--- config.mk ---
export PLATFORM = sky130hd
export DESIGN_NAME = spic_prep
export DESIGN_NICKNAME = d
export VERILOG_FILES = /design/src/rtl/spic_pkg.sv /design/src/rtl/spic_prep.sv
export SDC_FILE = /design/constraint.sdc
export NUM_CORES = 1
export LEC_CHECK = 0
export BUFFER_PORTS_ARGS = -buffer_cell sky130_fd_sc_hd__buf_2
export CAP_MARGIN = 20
export CORE_MARGIN = 8
export CORE_UTILIZATION = 38
export DETAILED_ROUTE_END_ITERATION = 10
export PLACE_DENSITY = 0.57
export SLEW_MARGIN = 0
export SYNTH_ARGS = -nofsm -noshare
export SYNTH_HDL_FRONTEND = slang
export SYNTH_SLANG_ARGS = --single-unit
--- constraint.sdc ---
create_clock -name clk_i -period 10.71 [get_ports clk_i]
set_input_delay 0.5355 -clock clk_i [delete_from_list [all_inputs] [get_ports clk_i]]
set_output_delay 0.5355 -clock clk_i [all_outputs]
set_load 0.01 [all_outputs]
--- src/rtl/spic_pkg.sv ---
// Types and codes shared by the segment pair classifier.
`default_nettype none

package spic_pkg;

  // Relation codes of a result item.
  typedef enum logic [1:0] {
    REL_NONE      = 2'd0,
    REL_INTERSECT = 2'd1,
    REL_CONTAIN   = 2'd2
  } relation_e;

  // Number of orientation tests per pair.
  localparam int unsigned NumOrient = 4;

  // Number of coordinate differences feeding the products.
  localparam int unsigned NumDiff = 12;

  // Outcome of the collinear range tests, carried alongside the arithmetic.
  typedef struct packed {
    logic overlap;
    logic contain;
  } coll_t;

  // Sign of each orientation: order is first-vs-second-start, first-vs-second-end,
  // second-vs-first-start, second-vs-first-end.
  typedef struct packed {
    logic [NumOrient-1:0] neg;
    logic [NumOrient-1:0] zero;
  } orient_t;

endpackage

`default_nettype wire

--- src/rtl/spic_prep.sv ---
// Difference stage: coordinate differences and the collinear range tests.
`default_nettype none

module spic_prep
  import spic_pkg::*;
#(
  parameter int unsigned COORD_WIDTH = 16
) (
  input  wire logic                          clk_i,
  input  wire logic                          en_i,
  input  wire logic signed [COORD_WIDTH-1:0] a0x_i,
  input  wire logic signed [COORD_WIDTH-1:0] a0y_i,
  input  wire logic signed [COORD_WIDTH-1:0] a1x_i,
  input  wire logic signed [COORD_WIDTH-1:0] a1y_i,
  input  wire logic signed [COORD_WIDTH-1:0] b0x_i,
  input  wire logic signed [COORD_WIDTH-1:0] b0y_i,
  input  wire logic signed [COORD_WIDTH-1:0] b1x_i,
  input  wire logic signed [COORD_WIDTH-1:0] b1y_i,
  output logic signed [COORD_WIDTH:0]        diff_o [NumDiff],
  output coll_t                              coll_o
);

  localparam int unsigned DW = COORD_WIDTH + 1;

  logic signed [DW-1:0] diff_d [NumDiff];
  logic signed [DW-1:0] diff_q [NumDiff];
  coll_t                coll_d;
  coll_t                coll_q;

  logic signed [COORD_WIDTH-1:0] alx, aly, ahx, ahy, blx, bly, bhx, bhy;
  logic                          swap_a, swap_b;

  function automatic logic signed [DW-1:0] sub(input logic signed [COORD_WIDTH-1:0] l,
                                               input logic signed [COORD_WIDTH-1:0] r);
    sub = $signed({l[COORD_WIDTH-1], l}) - $signed({r[COORD_WIDTH-1], r});
  endfunction

  // Lexicographic less-or-equal: x first, then y.
  function automatic logic lex_le(input logic signed [COORD_WIDTH-1:0] lx,
                                  input logic signed [COORD_WIDTH-1:0] ly,
                                  input logic signed [COORD_WIDTH-1:0] rx,
                                  input logic signed [COORD_WIDTH-1:0] ry);
    lex_le = (lx == rx) ? (ly <= ry) : (lx <= rx);
  endfunction

  always_comb begin
    diff_d[0]  = sub(a1x_i, a0x_i);
    diff_d[1]  = sub(a1y_i, a0y_i);
    diff_d[2]  = sub(b0x_i, a0x_i);
    diff_d[3]  = sub(b0y_i, a0y_i);
    diff_d[4]  = sub(b1x_i, a0x_i);
    diff_d[5]  = sub(b1y_i, a0y_i);
    diff_d[6]  = sub(b1x_i, b0x_i);
    diff_d[7]  = sub(b1y_i, b0y_i);
    diff_d[8]  = sub(a0x_i, b0x_i);
    diff_d[9]  = sub(a0y_i, b0y_i);
    diff_d[10] = sub(a1x_i, b0x_i);
    diff_d[11] = sub(a1y_i, b0y_i);
  end

  // Put each segment's endpoints in lexicographic order before the range tests.
  always_comb begin
    swap_a = lex_le(a1x_i, a1y_i, a0x_i, a0y_i);
    swap_b = lex_le(b1x_i, b1y_i, b0x_i, b0y_i);
    alx = swap_a ? a1x_i : a0x_i;
    aly = swap_a ? a1y_i : a0y_i;
    ahx = swap_a ? a0x_i : a1x_i;
    ahy = swap_a ? a0y_i : a1y_i;
    blx = swap_b ? b1x_i : b0x_i;
    bly = swap_b ? b1y_i : b0y_i;
    bhx = swap_b ? b0x_i : b1x_i;
    bhy = swap_b ? b0y_i : b1y_i;
    coll_d.overlap = lex_le(blx, bly, ahx, ahy) && lex_le(alx, aly, bhx, bhy);
    coll_d.contain = (alx <= blx) && (aly <= bly) && (ahx >= bhx) && (ahy >= bhy);
  end

  always_ff @(posedge clk_i) begin
    if (en_i) begin
      diff_q <= diff_d;
      coll_q <= coll_d;
    end
  end

  assign diff_o = diff_q;
  assign coll_o = coll_q;

endmodule

`default_nettype wire

# After elaboration in Yosys (flattened, before gate mapping)
# Index checks and enable logic that the tools add are counted.
totals:
  ff_bits: 206
  elab_cells: 58
  out_inout_bits: 206
classes:
  addsub: 12
  eq_ne: 4
  order_cmp: 12
  n_reduce_logical: 4
  mux: 12
op_table:
  columns: ["operator", "count"]
  rows:
  - ["16-bit by 16-bit subtractor with 17-bit output", 12]
  - ["16-bit <= comparator", 10]
  - ["16-bit two-way mux", 8]
  - ["16-bit equality test", 4]
  - ["16-bit greater-or-equal comparator", 2]
  - ["1-bit logical AND", 4]
  - ["1-bit two-way mux", 4]

# Longest topological paths before layout
depth:
  word_depth: 7
  mapped_depth: 24
  ltp_nobuf: 21

# Worst setup path after synthesis
# No wires, ideal clock.
synth_path:
  path_type: "in2reg"
  start: "in a0y_i[1]"
  end: "reg coll_q, in the netlist coll_o[1], data pin"
  stages: 22
  setup_time_ns: 0.152
  setup_slack_ns: 5.945
  path_buffers: 1
  arrival_ns: 4.613
  path_cell_list: "inv_1 -> ha_1 -> and2b_2 -> o31a_2 -> o22ai_2 -> o21ai_2 -> nor2_2 -> a311oi_1 -> nor2_1 -> buf_2 -> mux2_2 -> inv_1 -> ha_1 -> a21oi_1 -> o221ai_1 -> a21o_1 -> a2111oi_0 -> a221oi_1 -> nand2_1 -> o21ai_0 -> a211o_2 -> a31oi_1"
synth_rtl:
  columns: ["item", "line_no", "source"]
  rows:
  - ["start: declaration", "spic_prep.sv:12", "input wire logic signed [COORD_WIDTH-1:0] a0y_i,"]
  - ["end signal: assignment", "spic_prep.sv:80", "coll_q <= coll_d;"]
  - ["end: declaration", "spic_prep.sv:28", "coll_t coll_q;"]

==> results.md <==
- The run finished with clean final reports.
- The initial core utilization is approximately two fifths.
- After clock tree synthesis, the repair step resized 0 gates.
- The number of max-slew violations in the final report is 0.
- The net count of the finished layout is 2,909.
- In this run the power density over the cells is 149.8 mW/mm^2.
- The clock net in this run drives a total of roughly 200 sinks.
- Net switching is 36.23% of the power.
- The synthesized design contains 204 register bits.
- The overall die area is 0.05925 mm^2.
- TritonCTS created 26 clock buffers.
- ~340 I/O pins were placed.
- For this run, the number of Yosys warnings is 0.
- The number of nets handed over by synthesis was 2,584.
- In the global route stage, overall resource usage came out at 22.70%.
- The routed via count is roughly 17,000.
- The clock root buffer is sky130_fd_sc_hd__clkbuf_16.
- After detailed routing, the average wire length per cell comes to 22.33 um.
- Hold repair after CTS inserted 0 buffers.
- The number of antenna violations at the first check in global routing was 10.
- The clock-pin slew on the worst setup and hold paths is 0.06 ns.
- Setup violations remaining at the end of the flow were counted as 0.
- At the worst endpoint, the required time is 11.11 ns.
- The core area is 0.05120 mm^2.
- The library cell with the largest summed area after synthesis is sky130_fd_sc_hd__edfxtp_1.
- The startpoint class of the critical path is an input port.
- The filler cells instantiated in the layout total 5,037.
- In this run the power spent charging and discharging nets is 1.248 mW.
- The post-route core utilization is 44.91%.
- The arrival time of data at the critical path endpoint is 6.17 ns.
- The kind of cell adding the most delay to the critical path is compound AO/OA/AOI/OAI gates.
- The number of flops mapped to enable cells by yosys is approximately 200.
- For this run the aggregate overflow at the end of global routing stands at 0.
- Max-cap violations in this run came to 0.
- The sequential element share of the synthesized area is 31.17%.
- In the routed layout, each cell is associated on average with a via count of 5.499.
- The clock network is responsible for about 28% of the overall power.
- The mapped netlist covers 0.01965 mm^2.
- Once routing completed, OpenROAD measured the worst setup slack at 4.940 ns.
- The clock period could shrink to 5.770 ns.
- The chip width is 243.4 um.
- The final hold violation count is 0.
- The highest fanout seen on the critical path is 53.
- Counting instances in the post-synthesis netlist gives the leading cell types as sky130_fd_sc_hd__ha_1 (323), sky130_fd_sc_hd__inv_1 (211), sky130_fd_sc_hd__edfxtp_1 (204).
- The total chip power is 3.444 mW.
- Prior to clock tree synthesis, the placed netlist has a worst setup slack of 4.496 ns.
- The predominant post-synthesis flop cell is sky130_fd_sc_hd__edfxtp_1.
- The proportion of register bits with asynchronous set or reset after synthesis is 0%.
- For this run, the top clock speed supported by timing is 173.3 MHz.
- The congestion estimate from routability-driven global placement came to roughly 0.96.
- After floorplanning, the core was divided into between 80 and 90 placement rows.
- The multi-input combinational cells in the finished layout cover a total of 0.01254 mm^2.
- In the routed design, unresolved DRC markers number 0.
- The first global-routing pass estimated 105,800 um of wire.
- The deepest level of the CTS H-tree is 1.
- The design internal power is 2.197 mW.
- Buffers placed on the I/O ports in this run total around 340.
- The maximum ir drop on the vdd rail is 0.1129 mV.
- The wire length reported by the detailed router is 70,290 um.
- The share of the cycle needed by the critical path after routing is 53.87%.
- The worst setup path is captured at a flop.
- By area the synthesized netlist is led by sky130_fd_sc_hd__edfxtp_1 (31%), sky130_fd_sc_hd__ha_1 (21%), sky130_fd_sc_hd__inv_1 (4.0%), sky130_fd_sc_hd__xnor2_1 (3.8%), sky130_fd_sc_hd__a21oi_1 (3.7%).
- The critical path goes through buf_2 -> inv_1 -> ha_1 -> nand4_1 -> nor4_1 -> a21oi_1 -> o31a_1 -> o31a_1 -> nor2_4 -> buf_4 -> mux2i_1 -> inv_1 -> ha_1 -> a21oi_1 -> o221ai_1 -> a21o_1 -> a2111oi_0 -> a221oi_1 -> nand2_1 -> o21ai_0 -> a211o_2 -> a31oi_1.
- After routing, the total negative slack on setup checks comes to 0 ns.
- The number of distinct library cell variants in the gate-level netlist after synthesis is 75.
- Entering global routing, the biggest net connects 74 pins.
- Once detailed placement completed, the half-perimeter wirelength came to 58,990 um.
- The area added between synthesis and finish is 17.00%.
- The final antenna-violating net count is 0.
- In this design, the stage delay of the slowest critical-path cell is 0.87 ns.
- In the final layout, the share of cells above drive strength 1 is 17.70%.
- The combinational share of power is about two fifths.
- The worst hold slack is 0.4759 ns.
- The worst slew slack as a fraction of its limit is 28.88%.
- The mean instance size in the synthesized netlist is around 9.3 um^2.
- The cell count after synthesis came out at 2,119.
- From bottom edge to top edge, the die measures between 200 and 250 um.
- After the first detailed-routing iteration, the DRC count stood at 1,132.
- The clock tree from TritonCTS is yes.
- The highest-delay cell along the critical path is sky130_fd_sc_hd__nor4_1.
- The share of Yosys cell area claimed by the top area cell type is a little under a third.
- Of the total power, registers draw 31.4%.
- The transition time at the pin with the least slew margin is 1.059 ns.
- In this run the deepest clock path goes through 3 buffers.
- Setup repair after global routing left no endpoint under its margin.
- The number of search-and-repair iterations in the first detailed-routing pass is 5.
- The critical path in this run is classified as in2reg.
- The number of buffers and inverters on the critical path is 4.
- Summed over all cells, the static leakage comes to 10.91 nW.
- In the final layout, flip-flops and latches occupy about 0.0061 mm^2.
- The most frequent cell after synthesis is sky130_fd_sc_hd__ha_1.
- The post-CTS setup buffer count is 0.
- In this run the worst hold path is classified as in2reg.
- The via count of the first global-routing pass came to 17,890.
## power by group through the flow
stage / logic [mW] / clock network [mW] / registers [mW]
after global placement: 1.38 / 0 / 1.10
final: 1.39 / 0.973 / 1.08
after global routing: 1.53 / 1.03 / 1.09
after floorplan: 0.811 / 0 / 1.16
after detailed placement: 1.38 / 0 / 1.10
after CTS: 1.39 / 0.997 / 1.09
## through the flow
step                cell area (um^2)  cells
floorplan                      19650   2119
global placement               22040   3096
detailed placement             22040   3096
CTS                            22980   3143
global route                   22990   3145
finish                         22990   3148
## cell families (layout without fill, tap and decap cells)
logic type / Yosys count / count (layout) / share of synthesized area [%]
adders and majority gates: 335 / 335 / 21.79
AOI/OAI and AO/OA: 568 / 568 / 18.65
muxes: 68 / 68 / 3.648
xor gates and xnor gates: 130 / 130 / 5.794
DFF: 204 / 204 / 31.17
other: 0 / 5 / 0
buffers and inverters: 255 / 599 / 5.112
and+or+nand+nor: 559 / 559 / 13.83
## cell usage in the layout (no fill, tap or decap), drive strengths merged, types with 14 or more instances in the layout
cell type  instances
xnor2             85
o21ai            140
nor2b             48
o21bai            22
mux2i             39
o21a              35
a221oi            15
edfxtp           204
nand3             39
buf              340
nor2             162
mux2              29
nor3              46
nand2b            30
nand4             31
ha               323
clkbuf            29
a21boi            15
inv              214
nand2            128
a21o              95
xor2              45
or3               14
a211oi            19
a21oi            145
## final cells by class
| class | count | area share [%] |
|---|---|---|
| Antenna cell | 5 | 0.05442 |
| Clock buffer | 28 | 2.955 |
| Tap cell | 680 | 3.700 |
| Multi-Input combinational cell | 1660 | 54.52 |
| Sequential cell | 204 | 26.64 |
| Inverter | 211 | 3.445 |
| Clock inverter | 19 | 1.154 |
| Timing Repair Buffer | 341 | 7.526 |
## flip-flops by register name, summed over array words and instances, names as in the netlist
name and count:
diff_o 202, coll_o 2
## path summary, 6_finish.rpt
path                  start          end  slack (ns)  depth (start not counted)
hold / removal     b0x_i[0]  diff_o[153]        0.48                          3
setup / recovery  b0x_i[13]    coll_o[1]        4.94                         22
## routing by layer
| metal | part of all wire [%] | global-route usage [%] |
|---|---|---|
| met1 | 42 | 27.79 |
| met2 | 48 | 39.60 |
| met3 | 6.3 | 4.267 |
| met4 | 3.5 | 7.722 |
| met5 | 0.12 | 0 |
Note: power is estimated with default switching activity, not from simulation.
