## src/rtl/spic_pkg.sv

```systemverilog
// Types and codes shared by the segment pair classifier.
`default_nettype none

package spic_pkg;

  // Relation codes of a result item.
  typedef enum logic [1:0] {
    REL_NONE      = 2'd0,
    REL_INTERSECT = 2'd1,
    REL_CONTAIN   = 2'd2
  } relation_e;

  // Number of orientation tests per pair.
  localparam int unsigned NumOrient = 4;

  // Number of coordinate differences feeding the products.
  localparam int unsigned NumDiff = 12;

  // Outcome of the collinear range tests, carried alongside the arithmetic.
  typedef struct packed {
    logic overlap;
    logic contain;
  } coll_t;

  // Sign of each orientation: order is first-vs-second-start, first-vs-second-end,
  // second-vs-first-start, second-vs-first-end.
  typedef struct packed {
    logic [NumOrient-1:0] neg;
    logic [NumOrient-1:0] zero;
  } orient_t;

endpackage

`default_nettype wire

```

## src/rtl/spic_sign.sv

```systemverilog
// Sign stage: subtracts each product pair and keeps the sign of the orientation.
`default_nettype none

module spic_sign
  import spic_pkg::*;
#(
  parameter int unsigned COORD_WIDTH = 16
) (
  input  wire logic                          clk_i,
  input  wire logic                          en_i,
  input  wire logic signed [2*COORD_WIDTH+1:0] prod_i [2*NumOrient],
  input  wire coll_t                         coll_i,
  output orient_t                            orient_o,
  output coll_t                              coll_o
);

  localparam int unsigned PW = 2 * (COORD_WIDTH + 1);
  localparam int unsigned SW = PW + 1;

  logic signed [SW-1:0] det [NumOrient];
  orient_t              orient_d;
  orient_t              orient_q;
  coll_t                coll_q;

  always_comb begin
    for (int k = 0; k < NumOrient; k++) begin
      det[k] = $signed({prod_i[2*k][PW-1], prod_i[2*k]})
             - $signed({prod_i[2*k+1][PW-1], prod_i[2*k+1]});
      orient_d.neg[k]  = det[k][SW-1];
      orient_d.zero[k] = (prod_i[2*k] == prod_i[2*k+1]);
    end
  end

  always_ff @(posedge clk_i) begin
    if (en_i) begin
      orient_q <= orient_d;
      coll_q   <= coll_i;
    end
  end

  assign orient_o = orient_q;
  assign coll_o   = coll_q;

endmodule

`default_nettype wire

```

## config.mk

```make
export PLATFORM = sky130hd
export DESIGN_NAME = spic_sign
export DESIGN_NICKNAME = d
export VERILOG_FILES = /design/src/rtl/spic_pkg.sv /design/src/rtl/spic_sign.sv
export SDC_FILE = /design/constraint.sdc
export NUM_CORES = 1
export LEC_CHECK = 0
export ABC_AREA = 1
export BUFFER_PORTS_ARGS = -buffer_cell sky130_fd_sc_hd__buf_4
export CORE_AREA = 4 4 110 112
export CTS_CLUSTER_SIZE = 8
export DETAILED_ROUTE_END_ITERATION = 6
export DIE_AREA = 0 0 114 116
export PLACE_DENSITY_LB_ADDON = 0.2
export SYNTH_ARGS = -nofsm -noshare
export SYNTH_HDL_FRONTEND = slang
export SYNTH_SLANG_ARGS = --single-unit
```

## constraint.sdc

```tcl
create_clock -name clk_i -period 1.9 [get_ports clk_i]
set_input_delay 0.19 -clock clk_i [delete_from_list [all_inputs] [get_ports clk_i]]
set_output_delay 0.19 -clock clk_i [all_outputs]
set_load 0.005 [all_outputs]
```

### Word level (Yosys, flattened, before mapping)

Cells that the tools add are included.

| word-level totals | value |
|---|---|
| register bits after elaboration | 10 |
| bits of input ports | 276 |
| output and inout port bits | 10 |
| logic and storage cells | 12 |

| cells by class | value |
|---|---|
| $add $sub $neg | 4 |
| eq/ne operators | 4 |

Operators with widths:

| operator | number |
|---|---|
| $sub A34 B34 Y35 | 4 |
| $eq A34 B34 Y1 | 4 |

### Depth between registers and ports, before layout

Gate-level depths: netlist (run 1).

| depth | value |
|---|---|
| depth in word-level cells | 1 |
| mapped depth | 14 |
| depth with buffers taken out | 14 |

### Least setup slack after synthesis (run 1)

No wires, ideal clock.

| timing | value |
|---|---|
| path kind | input port to flip-flop |
| start point | input port prod_i[33] (netlist name) |
| end point | register orient_q, in the netlist orient_o[7] (data pin) |
| library setup time | 252 ps |
| arrival | 1,170 ps |
| data required time | 1,648 ps |
| setup slack | 477 ps |
| stages on the path | 10 |
| buffers on the path | 0 |
| cells stage by stage | inv_1 -> ha_1 -> nand2_1 -> nor2_2 -> and2_4 -> nand3_2 -> nor2_1 -> nor2_1 -> nand3_1 -> nand2_1 |

RTL lines:

| element | RTL line | source |
|---|---|---|
| from (decl) | spic_sign.sv:11 | `input wire logic signed [2*COORD_WIDTH+1:0] prod_i [2*NumOrient],` |
| to (signal assigned) | spic_sign.sv:36 | `orient_q <= orient_d;` |
| to (decl) | spic_sign.sv:22 | `orient_t orient_q;` |

==> results.sh, run 1 <==
export IMPL_status="finished clean"
export IMPL_synth_cell_types=23
export IMPL_whs_endpoint="coll_o[0]"
export IMPL_peakVddDrop_mv=0.3547
export IMPL_cts_tree="built"
export IMPL_synth_top_cells_by_area="ha_1 40%, nand2_1 18%, inv_1 17%"
export IMPL_drtIter0Drc=102
export IMPL_max_freq_mhz=705.9
export IMPL_die_h_um=116
export IMPL_clock_sinks=10
export IMPL_arrival_ns=1.40
export IMPL_diodes=0
export IMPL_syn_to_final_growth_pct=56.65
export IMPL_synth_largest_area_cell="ha_1"
export IMPL_drv_cap=0
export IMPL_grt_max_degree=11
export IMPL_slew_viol_final=0
export IMPL_crit_top_cell="nand2_1"
export IMPL_detail_route_wl_per_cell_um=11.00
export IMPL_final_common_cell="buf_4"
export IMPL_synth_avg_cell_area_um2=6.133
export IMPL_fin_crit_sh_pct=74.56
export IMPL_grt_pass1_vias=4623
export IMPL_finalSetupViolations=0
export IMPL_leakage_uw=0.004357
export IMPL_path_cells="buf_4, inv_1, ha_1, nand2_1, nor2_2, nand2_1, inv_2, nand3_1, nor2_1, nor2_1, nand3_1, nand2_1"
export IMPL_slew_limit_headroom_pct=81.70
export IMPL_num_nets_final=1392
export IMPL_synthesis_nets=1102
export IMPL_clock_path_buffers=2
export IMPL_die_w_um=114
export IMPL_drc=0
export IMPL_initial_core_util_pct=37.70
export IMPL_cp_slowest_cell="ha_1"
export IMPL_fill_cells=1127
export IMPL_finalHoldViolations=0
export IMPL_drive_gt1_share_pct=30.54
export IMPL_critPathCaptureType="register"
export IMPL_synth_seq_cells=10
export IMPL_vias=4877
export IMPL_worst_pin_slew_ns=0.2720
export IMPL_dr_pass1_iters=4
export IMPL_dieArea_um2=13220
export IMPL_critical_path_class="in2reg"
export IMPL_p_per_area_nw_per_um2=277.4
export IMPL_holdCritStartpoint="coll_i[0]"
export IMPL_gr_total_overflow=0
export IMPL_cts_buffers=3
export IMPL_grt_antenna_before_repair=0
export IMPL_slowest_delay_ns=0.35
export IMPL_startpoint="prod_i[101]"
export IMPL_antenna_left=0
export IMPL_min_path_cells=1
export IMPL_core_area_um2=11220
export IMPL_rows=39
export IMPL_cts_hold_buffers_added=0
export IMPL_synth_top_cell_area_share_pct=40.21
export IMPL_rsz0062_at_grt="no"
export IMPL_worstPathMaxFanout=5
export IMPL_setup_tns_ns=0
export IMPL_ios=286
export IMPL_hold_class="in2reg"
export IMPL_clockRootBuffer="clkbuf_16"
export IMPL_syn_cell_area_um2=4232
export IMPL_post_cts_buffers=0
export IMPL_wirelength_mm=12.35
export IMPL_required_ns=1.89
export IMPL_grt_pass1_wl_mm=19.14
export IMPL_seq_area_frac_synth_pct=7.096
export IMPL_place_gp_congestion=0.8582
export IMPL_hold_ws_ns=0.1315
export IMPL_h_tree_depth=1
export IMPL_path_clk_slew_ns=0.04
export IMPL_dp_hpwl_mm=11.74
export IMPL_ctsResizeCount=0
export IMPL_numPortBuffers=285
export IMPL_track_usage_pct=17.49
export IMPL_layout_common_cells="285 x buf_4, 199 x nand2_1, 196 x inv_1, 136 x ha_1, 47 x nor2_1"
export IMPL_vias_per_cell=4.347
export IMPL_fin_crit_ns=1.417
export IMPL_syn_instance_count=690
export IMPL_startpoint_type="input pin"
export IMPL_ys_warn_count=0
[cell usage after synthesis, drive strengths merged]
| cell | number |
|---|---|
| a21o | 8 |
| o21a | 1 |
| nand2 | 200 |
| nand4 | 3 |
| ha | 136 |
| and2 | 1 |
| nor4 | 3 |
| nor2b | 2 |
| edfxtp | 10 |
| nor2 | 53 |
| a21boi | 1 |
| a21oi | 45 |
| and3 | 2 |
| nand3 | 24 |
| o21ai | 2 |
| o21bai | 1 |
| inv | 198 |
[final cells by class]
type / count / area, um^2 / area share (%)
Multi-Input combinational cell: 482 / 3188 / 48.09
Tap cell: 143 / 178.9 / 2.699
Clock inverter: 1 / 3.754 / 0.05663
Inverter: 198 / 743.2 / 11.21
Sequential cell: 10 / 300.3 / 4.530
Timing Repair Buffer: 285 / 2140 / 32.28
Clock buffer: 3 / 75.07 / 1.133
[worst max-delay path, delay by kind of cell]
family        cells  cell delay [ns]
buf+inv           3             0.19
fa+ha+maj         1             0.35
simple gates      8             0.67
[power by group]
group,leakage (uW),switching (uW),internal [uW],total [uW]
registers,0.0000965,6.19,268,275
logic,0.00422,506,677,1180
clock network,0.0000385,105,277,381
total,0.00436,617,1220,1840
[state kept, by name, indices dropped and copies added, names as in the netlist]
name      count
orient_o      8
coll_o        2
[layer usage]
metal  vias up  global-route usage (%)  wire (um)
met5         -                       0          0
met2       168                   34.39       6276
met4         0                   2.138        113
met3         8                   4.909       1157
li1       2698                       -          -
met1      2003                   19.04       4800
[kinds of logic after synthesis]
group,synth area share [%]
compound gates,7.510
simple gates,27.62
buf+inv,17.56
fa+ha+maj,40.21
flops,7.096
[metrics by stage]
stage | utilization [%] | std cells | power, uW | setup slack, ns | instance area (um^2)
3_5_place_dp | 58.36 | 1118 | 1476 | 0.2370 | 6550
4_1_cts | 59.06 | 1122 | 1877 | 0.4821 | 6629
6_report | 59.06 | 1122 | 1839 | 0.4833 | 6629
3_3_place_gp | 58.36 | 1118 | 1459 | 0.2589 | 6550
2_1_floorplan | - | 690 | 862.9 | 0.4773 | 4232
5_1_grt | 59.06 | 1122 | 2062 | 0.3238 | 6629
[worst max-delay path by stage]
stage	endpoint	slack, ns	cells after the start
5_1_grt	orient_o[7]	0.32	11
2_1_floorplan	orient_o[7]	0.48	10
4_1_cts	orient_o[6]	0.48	11
3_3_place_gp	orient_o[6]	0.26	11
6_report	orient_o[6]	0.48	12
3_5_place_dp	orient_o[6]	0.24	11
(Power assumes the default switching activity.)
==> run 2: changes to the inputs <==
Settings changed: ABC_AREA 1 to 0, CORE_AREA 4 4 110 112 to 4 4 109 111, DIE_AREA 0 0 114 116 to 0 0 113 115.
Clock period 1.9 ns to 1.4 ns, I/O delays scaled along.
==> results.sh, run 2 <==
export IMPL_crit_family="compound AO/OA/AOI/OAI gates"
export IMPL_critPathCaptureType="register"
export IMPL_vias_per_cell=5.008
export IMPL_startpoint_type="input pin"
export IMPL_vias=4933
export IMPL_num_nets_final=1259
export IMPL_dp_hpwl_mm=13.02
export IMPL_setup_tns_ns=-0.7931
export IMPL_clock_path_buffers=2
export IMPL_layout_common_cells="307 x buf_4, 78 x inv_1, 78 x ha_4, 58 x ha_1, 50 x inv_2"
export IMPL_leakage_uw=0.004053
export IMPL_die_h_um=115
export IMPL_grt_antenna_before_repair=0
export IMPL_seq_area_frac_synth_pct=8.019
export IMPL_cp_slowest_cell="o41a_1"
export IMPL_synth_cell_types=29
export IMPL_rsz0062_at_grt="yes"
export IMPL_fill_cells=809
export IMPL_synth_top_cell_area_share_pct=45.44
export IMPL_grt_use_met1_pct=20.41
export IMPL_max_freq_mhz=610.3
export IMPL_gr_total_overflow=0
export IMPL_worst_slack_ns=-0.2385
export IMPL_slew_viol_final=0
export IMPL_status="finished with violations"
export IMPL_crit_buf_inv=1
export IMPL_path_clk_slew_ns=0.05
export IMPL_arrival_ns=1.62
export IMPL_clock_sinks=10
export IMPL_fin_crit_ns=1.638
export IMPL_p_per_area_nw_per_um2=362.6
export IMPL_worst_pin_slew_ns=0.2977
export IMPL_violations="negative setup slack"
export IMPL_peakVddDrop_mv=0.1856
export IMPL_cts_buffers=3
export IMPL_syn_instance_count=498
export IMPL_yosysMostFrequentCell="inv_1"
export IMPL_ys_top_cells_by_count="142 x inv_1, 136 x ha_1, 56 x a21oi_1, 29 x nand2_1, 26 x nand4_1"
export IMPL_synth_flop_cell="edfxtp_1"
export IMPL_initial_core_util_pct=34.70
export IMPL_die_w_um=113
export IMPL_drtIter0Drc=123
export IMPL_synth_edf_count=10
export IMPL_h_tree_depth=1
export IMPL_grt_busiest_layer="met2"
export IMPL_syn_to_final_growth_pct=111.1
export IMPL_drive_gt1_share_pct=61.78
export IMPL_cts_hold_buffers_added=0
export IMPL_track_usage_pct=21.54
export IMPL_worstSetupPathDepth=8
export IMPL_required_ns=1.38
export IMPL_dpl_worst_slack_ns=-0.5483
export IMPL_dr_pass1_iters=4
export IMPL_fin_crit_sh_pct=117.0
export IMPL_synth_largest_area_cell="ha_1"
export IMPL_final_common_cell="buf_4"
export IMPL_ys_warn_count=0
export IMPL_drc=0
export IMPL_finalSetupViolations=4
export IMPL_dieArea_um2=13000
export IMPL_detail_route_wl_per_cell_um=15.69
export IMPL_slowest_delay_ns=0.43
export IMPL_grt_pass1_vias=5287
export IMPL_grt_util_met3_pct=5.895
export IMPL_min_path_cells=1
export IMPL_synth_seq_cells=10
export IMPL_path_cells="buf_4, ha_1, nand2_1, o21ai_1, a22o_1, o41a_1, a211oi_2, xnor2_1"
export IMPL_grt_max_degree=11
export IMPL_largest_reg_flops=8
export IMPL_worstPathMaxFanout=2
export IMPL_synth_top_cells_by_area="ha_1 45%, inv_1 14%, edfxtp_1 8.0%"
export IMPL_finalHoldViolations=0
export IMPL_wirelength_mm=15.45
export IMPL_rows=38
export IMPL_hold_class="in2reg"
export IMPL_met2_usage_pct=43.64
export IMPL_clockRootBuffer="clkbuf_8"
export IMPL_diodes=0
export IMPL_syn_cell_area_um2=3745
export IMPL_grt_pass1_wl_mm=23.07
export IMPL_place_gp_congestion=0.9550
export IMPL_core_area_um2=10790
export IMPL_async_reset_ff_share_pct=0
export IMPL_antenna_left=0
export IMPL_critical_path_class="in2reg"
export IMPL_synth_avg_cell_area_um2=7.520
export IMPL_drv_cap=0
export IMPL_synthesis_nets=910
export IMPL_hold_ws_ns=0.08320
export IMPL_ios=286
export IMPL_numPortBuffers=285
export IMPL_cts_tree="built"
export IMPL_slew_limit_headroom_pct=80.03
==> run 2: layout make-up <==
class	count	area, um^2	area share [%]
Multi-Input combinational cell	346	4089	51.73
Timing Repair Buffer	344	2725	34.48
Inverter	142	573.1	7.250
Sequential cell	10	300.3	3.799
Tap cell	140	175.2	2.216
Clock buffer	3	41.29	0.5224
==> run 2: path summary, 6_finish.rpt <==
path	startpoint	end	slack, ns
setup / recovery	prod_i[242]	orient_o[4]	-0.24
hold / removal	coll_i[1]	coll_o[1]	0.08
==> run 2: routing by layer <==
metal  wire length [um]  up-vias
li1                   -     2435
met1               5127     2245
met2               8570      203
met3               1149       50
met4                603        0
met5                  0        -
==> run 2: report_power, final <==
| part | switching [uW] | internal (uW) | leakage, uW |
|---|---|---|---|
| clock | 106 | 188 | 0.0000216 |
| sequential | 10.6 | 369 | 0.0000967 |
| combinational | 886 | 1310 | 0.00393 |
| total | 1000 | 1860 | 0.00405 |
==> run 2: repair_timing <==
| action | CTS | global route |
|---|---|---|
| resized for setup | 66 | 85 |
| pin swaps | 52 | 48 |
| buffers inserted | 11 | 7 |
| setup endpoints to repair | 7 | 8 |
==> run 2: per-stage QoR <==
| stage | cell area, um^2 | util (%) | std cells | power [uW] |
|---|---|---|---|---|
| floorplan | 4243 | - | 498 | 1185 |
| global placement | 6910 | 64.03 | 970 | 2149 |
| detailed placement | 6910 | 64.03 | 970 | 2237 |
| CTS | 7400 | 68.56 | 981 | 2684 |
| global route | 7904 | 73.23 | 985 | 3147 |
| finish | 7904 | 73.23 | 985 | 2866 |
==> run 2: kinds of logic (layout without fill, tap and decap cells) <==
kind of cell             count (synthesis)  in the layout  share of synthesized area, %
adder cells (fa/ha/maj)                136            136                         45.44
AND/OR/NAND/NOR                         97             97                         14.00
buffers and inverters                  142            489                         14.23
XOR/XNOR                                 4              4                        0.9354
flip-flops                              10             10                         8.019
AO/OA/AOI/OAI                          109            109                         17.37
